==> config.mk <==
export PLATFORM = sky130hd
export DESIGN_NAME = longest_subarray_exact_sum_unit
export DESIGN_NICKNAME = d
export VERILOG_FILES = /design/src/rtl/core/lsse_pkg.sv /design/src/rtl/core/lsse_window_ram.sv /design/src/rtl/core/longest_subarray_exact_sum_unit.sv
export SDC_FILE = /design/constraint.sdc
export NUM_CORES = 2
export LEC_CHECK = 0
export BUFFER_PORTS_ARGS = -buffer_cell sky130_fd_sc_hd__buf_2
export CAP_MARGIN = 20
export CORE_UTILIZATION = 63
export DETAILED_ROUTE_END_ITERATION = 12
export PLACE_DENSITY = 0.79
export REMOVE_ABC_BUFFERS = 1
export SLEW_MARGIN = 20
export SYNTH_ARGS = -nofsm -noshare
export SYNTH_HDL_FRONTEND = slang
export SYNTH_SLANG_ARGS = --single-unit
==> constraint.sdc <==
create_clock -name clk_i -period 17.3 [get_ports clk_i]
set_clock_uncertainty 0.05 [all_clocks]
set_input_delay 3.46 -clock clk_i [delete_from_list [all_inputs] [get_ports clk_i]]
set_output_delay 3.46 -clock clk_i [all_outputs]
set_load 0.005 [all_outputs]
==> src/rtl/core/lsse_pkg.sv <==
// ----------------------------------------------------------------------------
// lsse_pkg: shared constants for the longest exact-sum subarray unit
// Widths of the window store, its pointers, the length counters and the
// running total, plus the reset value of the target register.
// ----------------------------------------------------------------------------
package lsse_pkg;

  localparam int WindowDepth = 256;
  localparam int ValueBits   = 16;
  localparam int PtrBits     = $clog2(WindowDepth);
  localparam int CountBits   = $clog2(WindowDepth + 1);
  localparam int TargetBits  = 24;
  // Total holds up to WindowDepth full values and still compares above target
  localparam int TotalBits   = ((ValueBits + PtrBits) > TargetBits) ?
                               (ValueBits + PtrBits + 1) : (TargetBits + 1);
  localparam int LenBits     = 9;

  localparam logic [TargetBits-1:0] TargetReset = TargetBits'(15);

endpackage

==> src/rtl/core/lsse_window_ram.sv <==
// ----------------------------------------------------------------------------
// lsse_window_ram: window FIFO storage
// One write port and one read port; read data is registered.
// ----------------------------------------------------------------------------
module lsse_window_ram import lsse_pkg::*; (
  input  logic                 clk_i,
  input  logic                 we_i,
  input  logic [PtrBits-1:0]   waddr_i,
  input  logic [ValueBits-1:0] wdata_i,
  input  logic                 re_i,
  input  logic [PtrBits-1:0]   raddr_i,
  output logic [ValueBits-1:0] rdata_o
);

  logic [ValueBits-1:0] mem_q [WindowDepth];
  logic [ValueBits-1:0] rdata_q;

  // write new element
  always_ff @(posedge clk_i) begin
    if (we_i) begin
      mem_q[waddr_i] <= wdata_i;
    end
  end

  // register read data
  always_ff @(posedge clk_i) begin
    if (re_i) begin
      rdata_q <= mem_q[raddr_i];
    end
  end

  assign rdata_o = rdata_q;

endmodule

==> src/rtl/core/longest_subarray_exact_sum_unit.sv <==
// ----------------------------------------------------------------------------
// longest_subarray_exact_sum_unit: longest contiguous run with exact sum
// Streams non-negative values through a sliding window kept in a RAM FIFO.
// ----------------------------------------------------------------------------
// Usage:
//   Input channel (in_valid_i/in_ready_o) carries value_i and last_i. Each
//   request yields exactly one result on the output channel
//   (out_valid_o/out_ready_i): best_length_o, window_length_o, is_last_o and
//   overflow_o. A request with last_i set closes the array; its result is
//   reported and the window, total and best length are then cleared.
//   The target is written through cfg_we_i/cfg_wdata_i while idle; the user
//   must keep to this, as the block itself does not enforce it.
// Sequencing:
//   An item is appended, then compared and its result issued. Every element
//   removed from the window on the way is a RAM read followed by the total
//   update. A full window first has its oldest element read, then dropped
//   in the same step as the append. Each element is removed at most once.
//   in_ready_o is high only while no item is in work.
// Reset: window empty, best length zero, target 15; no result pending.
// Stall: a result waits in the output register while out_ready_i is low;
//   the next request may be accepted meanwhile and completes once the
//   output register is free.
// ----------------------------------------------------------------------------
module longest_subarray_exact_sum_unit import lsse_pkg::*; (
  input  logic                  clk_i,
  input  logic                  rst_ni,
  input  logic                  cfg_we_i,
  input  logic [TargetBits-1:0] cfg_wdata_i,
  input  logic                  in_valid_i,
  output logic                  in_ready_o,
  input  logic [15:0]           value_i,
  input  logic                  last_i,
  output logic                  out_valid_o,
  input  logic                  out_ready_i,
  output logic [LenBits-1:0]    best_length_o,
  output logic [LenBits-1:0]    window_length_o,
  output logic                  is_last_o,
  output logic                  overflow_o
);

  localparam logic [1:0] StIdle   = 2'd0;
  localparam logic [1:0] StDrop   = 2'd1;
  localparam logic [1:0] StCheck  = 2'd2;
  localparam logic [1:0] StShrink = 2'd3;

  localparam logic [CountBits-1:0] FullCount = CountBits'(WindowDepth);

  function automatic logic [PtrBits-1:0] ptr_next(input logic [PtrBits-1:0] p);
    logic [PtrBits-1:0] r;
    if (p == PtrBits'(WindowDepth - 1)) r = '0;
    else                                r = p + PtrBits'(1);
    return r;
  endfunction

  logic [1:0]            state_q, state_d;
  logic [TargetBits-1:0] target_q;
  logic [PtrBits-1:0]    oldest_q, oldest_d, newest_q, newest_d;
  logic [CountBits-1:0]  count_q, count_d, best_q, best_d;
  logic [TotalBits-1:0]  total_q, total_d;
  logic [ValueBits-1:0]  value_q;
  logic                  last_q, ovf_q, ovf_d;
  logic                  out_valid_q, out_valid_d;
  logic [LenBits-1:0]    out_best_q, out_best_d, out_win_q, out_win_d;
  logic                  out_last_q, out_last_d, out_ovf_q, out_ovf_d;

  logic                  in_fire, out_free, shrink_need, hit;
  logic                  ram_we, ram_re;
  logic [PtrBits-1:0]    ram_waddr, ram_raddr;
  logic [ValueBits-1:0]  ram_wdata, ram_rdata;
  logic [ValueBits-1:0]  in_value;
  logic [CountBits-1:0]  best_new;

  assign in_value    = value_i[ValueBits-1:0];
  assign in_ready_o  = (state_q == StIdle);
  assign in_fire     = in_valid_i && in_ready_o;
  assign out_free    = !out_valid_q || out_ready_i;
  assign shrink_need = (total_q > TotalBits'(target_q)) && (count_q != '0);
  assign hit         = (total_q == TotalBits'(target_q)) && (count_q > best_q);
  assign best_new    = hit ? count_q : best_q;

  lsse_window_ram u_ram (
    .clk_i   (clk_i),
    .we_i    (ram_we),
    .waddr_i (ram_waddr),
    .wdata_i (ram_wdata),
    .re_i    (ram_re),
    .raddr_i (ram_raddr),
    .rdata_o (ram_rdata)
  );

  // sequence append, drop and shrink steps
  always_comb begin
    state_d     = state_q;
    oldest_d    = oldest_q;
    newest_d    = newest_q;
    count_d     = count_q;
    total_d     = total_q;
    best_d      = best_q;
    ovf_d       = ovf_q;
    out_valid_d = out_valid_q && !out_ready_i;
    out_best_d  = out_best_q;
    out_win_d   = out_win_q;
    out_last_d  = out_last_q;
    out_ovf_d   = out_ovf_q;
    ram_we      = 1'b0;
    ram_waddr   = newest_q;
    ram_wdata   = in_value;
    ram_re      = 1'b0;
    ram_raddr   = oldest_q;

    case (state_q)
      StIdle: begin
        if (in_fire) begin
          if (count_q == FullCount) begin
            // fetch oldest before it is overwritten
            ram_re  = 1'b1;
            state_d = StDrop;
          end else begin
            ram_we   = 1'b1;
            newest_d = ptr_next(newest_q);
            count_d  = count_q + CountBits'(1);
            total_d  = total_q + TotalBits'(in_value);
            ovf_d    = 1'b0;
            state_d  = StCheck;
          end
        end
      end
      StDrop: begin
        // drop oldest and append in the same step; count stays full
        ram_we    = 1'b1;
        ram_wdata = value_q;
        newest_d  = ptr_next(newest_q);
        oldest_d  = ptr_next(oldest_q);
        total_d   = total_q - TotalBits'(ram_rdata) + TotalBits'(value_q);
        ovf_d     = 1'b1;
        state_d   = StCheck;
      end
      StCheck: begin
        if (shrink_need) begin
          ram_re  = 1'b1;
          state_d = StShrink;
        end else if (out_free) begin
          out_valid_d = 1'b1;
          out_best_d  = LenBits'(best_new);
          out_win_d   = LenBits'(count_q);
          out_last_d  = last_q;
          out_ovf_d   = ovf_q;
          best_d      = best_new;
          state_d     = StIdle;
          if (last_q) begin
            // close the array
            oldest_d = '0;
            newest_d = '0;
            count_d  = '0;
            total_d  = '0;
            best_d   = '0;
          end
        end
      end
      StShrink: begin
        total_d  = total_q - TotalBits'(ram_rdata);
        oldest_d = ptr_next(oldest_q);
        count_d  = count_q - CountBits'(1);
        state_d  = StCheck;
      end
      default: begin
        state_d = StIdle;
      end
    endcase
  end

  // control and window state
  always_ff @(posedge clk_i or negedge rst_ni) begin
    if (!rst_ni) begin
      state_q     <= StIdle;
      target_q    <= TargetReset;
      oldest_q    <= '0;
      newest_q    <= '0;
      count_q     <= '0;
      total_q     <= '0;
      best_q      <= '0;
      ovf_q       <= 1'b0;
      out_valid_q <= 1'b0;
    end else begin
      state_q     <= state_d;
      oldest_q    <= oldest_d;
      newest_q    <= newest_d;
      count_q     <= count_d;
      total_q     <= total_d;
      best_q      <= best_d;
      ovf_q       <= ovf_d;
      out_valid_q <= out_valid_d;
      if (cfg_we_i) begin
        target_q <= cfg_wdata_i;
      end
    end
  end

  // request payload and result payload
  always_ff @(posedge clk_i) begin
    if (in_fire) begin
      value_q <= in_value;
      last_q  <= last_i;
    end
    out_best_q <= out_best_d;
    out_win_q  <= out_win_d;
    out_last_q <= out_last_d;
    out_ovf_q  <= out_ovf_d;
  end

  assign out_valid_o     = out_valid_q;
  assign best_length_o   = out_best_q;
  assign window_length_o = out_win_q;
  assign is_last_o       = out_last_q;
  assign overflow_o      = out_ovf_q;

endmodule

# [Yosys cells after proc, flatten, opt, wreduce, memory -nomap -nowiden]
# Memory sizes are Yosys's and may differ from the RTL's. A register that Yosys moved wholly into a read port is not among the register bits.
# Index checks and enable logic that the tools add are counted.
[op_classes] mux=44 magnitude_cmp=2 add_sub_neg=7 bitwise=1 n_eq_ne=13 reduce_logical=21
[op_table] operator="$mux W25" count=5
[op_table] operator="$pmux W25 S4" count=1
[op_table] operator="$mux W9" count=7
[op_table] operator="$mux W8" count=7
[op_table] operator="$add A25 B16 Y25" count=2
[op_table] operator="$pmux W9 S3" count=1
[op_table] operator="$eq A25 B24 Y1" count=1
[op_table] operator="$gt A25 B24 Y1" count=1
[op_table] operator="$sub A25 B16 Y25" count=1
[op_table] operator="$pmux W8 S3" count=1
[op_table] operator="$add A8 B1 Y8 const B" count=2
[op_table] operator="$eq A8 B8 Y1 const B" count=2
[op_table] operator="$mux W16" count=1
[op_table] operator="$pmux W8 S2" count=1
[op_table] operator="$mux W1" count=12
[op_table] operator="$reduce_and A6 Y1" count=2
[op_table] operator="$add A9 B1 Y9 const B" count=1
[op_table] operator="$eq A9 B9 Y1 const B" count=1
[op_table] operator="$gt A9 B9 Y1" count=1
[op_table] operator="$reduce_bool A9 Y1" count=1
[op_table] operator="$sub A9 B1 Y9 const B" count=1
[op_table] operator="$mux W2" count=4
[op_table] operator="$ne A2 B2 Y1 const B" count=4
[op_table] operator="$pmux W1 S2" count=3
[op_table] operator="other kinds (17)" count=25
[totals] ff_bits=124 output_inout_bits=22 mem_count=1 ram_bits=4096 word_cells=104 input_bits=46
[mem_list] name="u_ram.mem_q" depth=256 width=16 rd=1 rd_clocked_by_memory_dff=1 write_ports=1 line="lsse_window_ram.sv:15" rtl="logic [ValueBits-1:0] mem_q [WindowDepth];"

# [Longest topological paths before layout]
[logic_depth] ltp_word=6 mapped_depth=21

# [Modules after synthesis]
# Synthesis repeated with hierarchy kept, for this count alone.
[hier_totals] hier_cells=8395 hier_area_um2=168315.2
[modules_own_cells] mod="lsse_window_ram" n_inst=1 seq_area_each_um2=123478.4 cells_each=7360 area_each_um2=158874.9
[modules_own_cells] mod="longest_subarray_exact_sum_unit" n_inst=1 seq_area_each_um2=3293.2 cells_each=1035 area_each_um2=9440.3

# [Least setup slack after synthesis]
# OpenSTA, ideal clock, no wires.
[synth_timing] kind="input to register" start="input value_i[1]" end="memory u_ram.mem_q[0][1] (data pin)" path_stages=2 path_slack_ns=1.626 path_buffers=0 arrival_ns=13.433 cell_sequence="inv_1 > o21ai_0"
[synth_between] elab_chain_len=1
[synth_lines] element="start: declaration" line="longest_subarray_exact_sum_unit.sv:31" rtl="input logic [15:0] value_i,"
[synth_lines] element="$mux W16" line="longest_subarray_exact_sum_unit.sv:111" rtl="case (state_q)"
[synth_lines] element="named net ram_wdata[1]" line="longest_subarray_exact_sum_unit.sv:69" rtl="logic [ValueBits-1:0] ram_wdata, ram_rdata;"
[synth_lines] element="end: declaration" line="lsse_window_ram.sv:15"
# The timed path passes the listed nets, and every way through them passes these cells.

# [Worst setup path in the final report]
[layout_timing] start="input in_valid_i" end="memory u_ram.mem_q[144][8], enable pin"
[layout_between] elab_chain_len=5
[layout_lines] element="start: declaration" line="longest_subarray_exact_sum_unit.sv:29" rtl="input logic in_valid_i,"
[layout_lines] element="$logic_and A1 B1 Y1" line="longest_subarray_exact_sum_unit.sv:75" rtl="assign in_fire = in_valid_i && in_ready_o;"
[layout_lines] element="$mux W1" line="longest_subarray_exact_sum_unit.sv:113" rtl="if (in_fire) begin"
[layout_lines] element="$pmux W1 S2" line="longest_subarray_exact_sum_unit.sv:111"
[layout_lines] element="$mux W1" line="lsse_window_ram.sv:20" rtl="if (we_i) begin"
[layout_lines] element="$mux W1 (implied by the code)" line="lsse_window_ram.sv:21" rtl="mem_q[waddr_i] <= wdata_i;"
# Every way passes these cells.

==> metrics <==
CTS Buf Count=405; synth warn=0; CP startpoint kind=primary input; Yosys reg bits=4236; Final Critical Period=7.357 ns; MaxCap Viol Count=0; share of cells above drive strength 1=0.3058; Fmax=135.9 MHz; Clock Path Buffers=4; placed cell count=10724; quantity of hold-fixing buffers added after cts=0; Final Hold Fails=0; router iterations before antenna repair=13; simple-gate portion of the synthesized area=0.01567; RSZ-0062 raised after global routing=false; Distinct cells, synth=68; Die Span Y=515.3 um; worst skew pair latency=0.99 ns; post-route total power=0.02071 W; Worst Reg-to-Reg Cells=7; worst setup path category=in -> reg; Synth Flop Type=edfxtp_1; worst endpoint required time=17.88 ns; Place WS=9.183 ns; ys async rst share=0.02054; setup bufs post-CTS=0; Tcrit/Tclk final=0.4253; Hold Crit Depth=0; post-synthesis compound-gate area fraction=0.01218; hold path start=ovf_q; area of the multi-input gates=37670 um^2; I/O Buffers=67; violated checks=DRC; status=finished, violations left; largest family of logic cells by synthesized area=multiplexers; DP HPWL=248300 um; global-route wire length before repair=683200 um; post-CTS resize count=0; vias in the first global route=85884; Final Wtd Congestion=0.8810; pin count of the biggest net entering global routing=185; setup ws final=9.943 ns; Remaining DRCs=2; hold path endpoint=overflow_o; xor/xnor cell area share of the yosys netlist=0.003272; Register Area=126800 um^2; Crit. End Element=flop; Worst-Margin Slew=1.471 ns; die width=515.3 um; via count=87446; most common cell after layout, fill and taps aside=edfxtp_1; WL/cell=42.67 um; Core ar.=262000 um^2; Max VDD drop=0.00009447 V; cells after synthesis=7166; Seq/Total Area, Yosys=0.7639; Slew Viols, Final=0; RR Startpoint=oldest_q[1]; Vias/cell=7.611; root buffer cell=clkbuf_16; Cell Area, Synth=166000 um^2; initial antenna violation count=44; Detail Route Antenna Nets=0; relative slew slack=0.01940; nets=7764; synthesis-to-finish area growth=11.86%; fill count=13436; Routed WL=490300 um; GRT Total Usage=0.3739; Die ar.=265500 um^2; arrival time at the worst endpoint=7.94 ns; final setup fails=0; clk slew on worst S/H paths=0.06 ns; Worst R2R End=u_ram.rdata_o[14]; commonest cells after routing, fill and taps aside=4149 x edfxtp_1, 1360 x mux4_2, 409 x clkbuf_16; Post-Layout Cell Count=11490; Post-synth EDFFs=4149; Mean Syn Cell Area=23.16 um^2; grt total ovfl=0; Initial DRC Count=16041; crit path max fanout=10; Adder-Cell Fraction of Synth Area=0.007720; static leakage=58.48 nW; worst min-delay path category=reg -> reg; multiplexer share of the synthesized area=0.1860; I/O pin cnt=68; row cnt=188; Initial Util=0.6333; Power Density=111.6 nW/um^2; crit path launch=in_valid_i; clk sinks=4236; htree depth=5; CTS tree=done; r2r setup slk=10.83 ns
cell families (layout without fill, tap and decap cells):
| group | after synthesis | after routing |
|---|---|---|
| adders and majority gates | 100 | 100 |
| buffers and inverters | 458 | 1245 |
| other | 0 | 22 |
| DFF | 4236 | 4236 |
| AOI/OAI and AO/OA | 322 | 322 |
| muxes | 1382 | 1382 |
| and+or+nand+nor | 606 | 606 |
| xor gates and xnor gates | 62 | 62 |
cell usage after synthesis (all sizes together), types with 15 or more instances:
cell	instances	area [um^2]
a211oi	16	120.1
a21o	25	187.7
a21oi	71	355.3
buf	140	675.7
clkbuf	240	900.9
dfrtp	83	2077
edfxtp	4149	124600
ha	96	1201
inv	78	292.8
mux2	20	225.2
mux4	1360	30630
nand2	133	499.2
nand2b	20	125.1
nand3	24	120.1
nor2	337	1265
nor3	16	80.08
o21ai	104	520.5
xnor2	47	411.6
xor2	15	131.4
critical path, stage by stage:
cell     delay (ns)
buf_2          0.12
nand2_1        0.14
a21oi_1        0.66
nor2_1         0.43
nor3_1         0.98
nand2_2        0.60
buf_4          0.45
nor2_1         0.71
buf_4          0.33
power breakdown:
part | internal (W) | leakage, nW | switching [W] | total [W]
clock | 0.00513 | 6.46 | 0.00405 | 0.00918
sequential | 0.0113 | 38.3 | 0.00000161 | 0.0113
combinational | 0.0000288 | 13.7 | 0.000238 | 0.000267
state kept, by name, indices dropped and copies added, names as in the netlist, 16 cells and up:
name	cells
total_q	25
u_ram.mem_q	4096
value_q	16
target_q	24
u_ram.rdata_o	16
worst max path at each step:
stage / endpoint / slack [ns] / depth (start not counted)
3_3_place_gp: u_ram.mem_q[101][13] / 9.52 / 8
5_1_grt: u_ram.mem_q[144][3] / 10.03 / 9
3_5_place_dp: u_ram.mem_q[101][13] / 9.18 / 8
6_report: u_ram.mem_q[144][8] / 9.94 / 9
2_1_floorplan: oldest_q[0] / -24.47 / 6
4_1_cts: u_ram.mem_q[101][13] / 9.99 / 8
layout make-up:
| class | instances | area share |
|---|---|---|
| antenna | 22 | 0.0002965 |
| clock buffer | 492 | 0.05724 |
| clock inverter | 250 | 0.01425 |
| inverter | 78 | 0.001577 |
| multi-input combinational | 2472 | 0.2029 |
| sequential | 4236 | 0.6830 |
| tap | 3515 | 0.02369 |
| timing repair buffer | 425 | 0.01706 |
through the flow:
step,TNS [ns],util,instance area (um^2),hold WS [ns]
global route,0,0.7083,185600,0.4351
global placement,0,0.6572,172200,0.3992
finish,0,0.7085,185700,0.4276
detailed placement,0,0.6573,172200,0.4075
floorplan,-565.61,-,164400,0.3686
CTS,0,0.7079,185500,0.4261
routing by layer:
metal,wire length [um],global-route usage,vias up
li1,-,-,31394
met1,155400,0.4896,45156
met2,232200,0.5792,9022
met3,67610,0.09956,1816
met4,34740,0.2073,58
met5,430,0,-
Note: power is estimated with default switching activity, not from simulation.
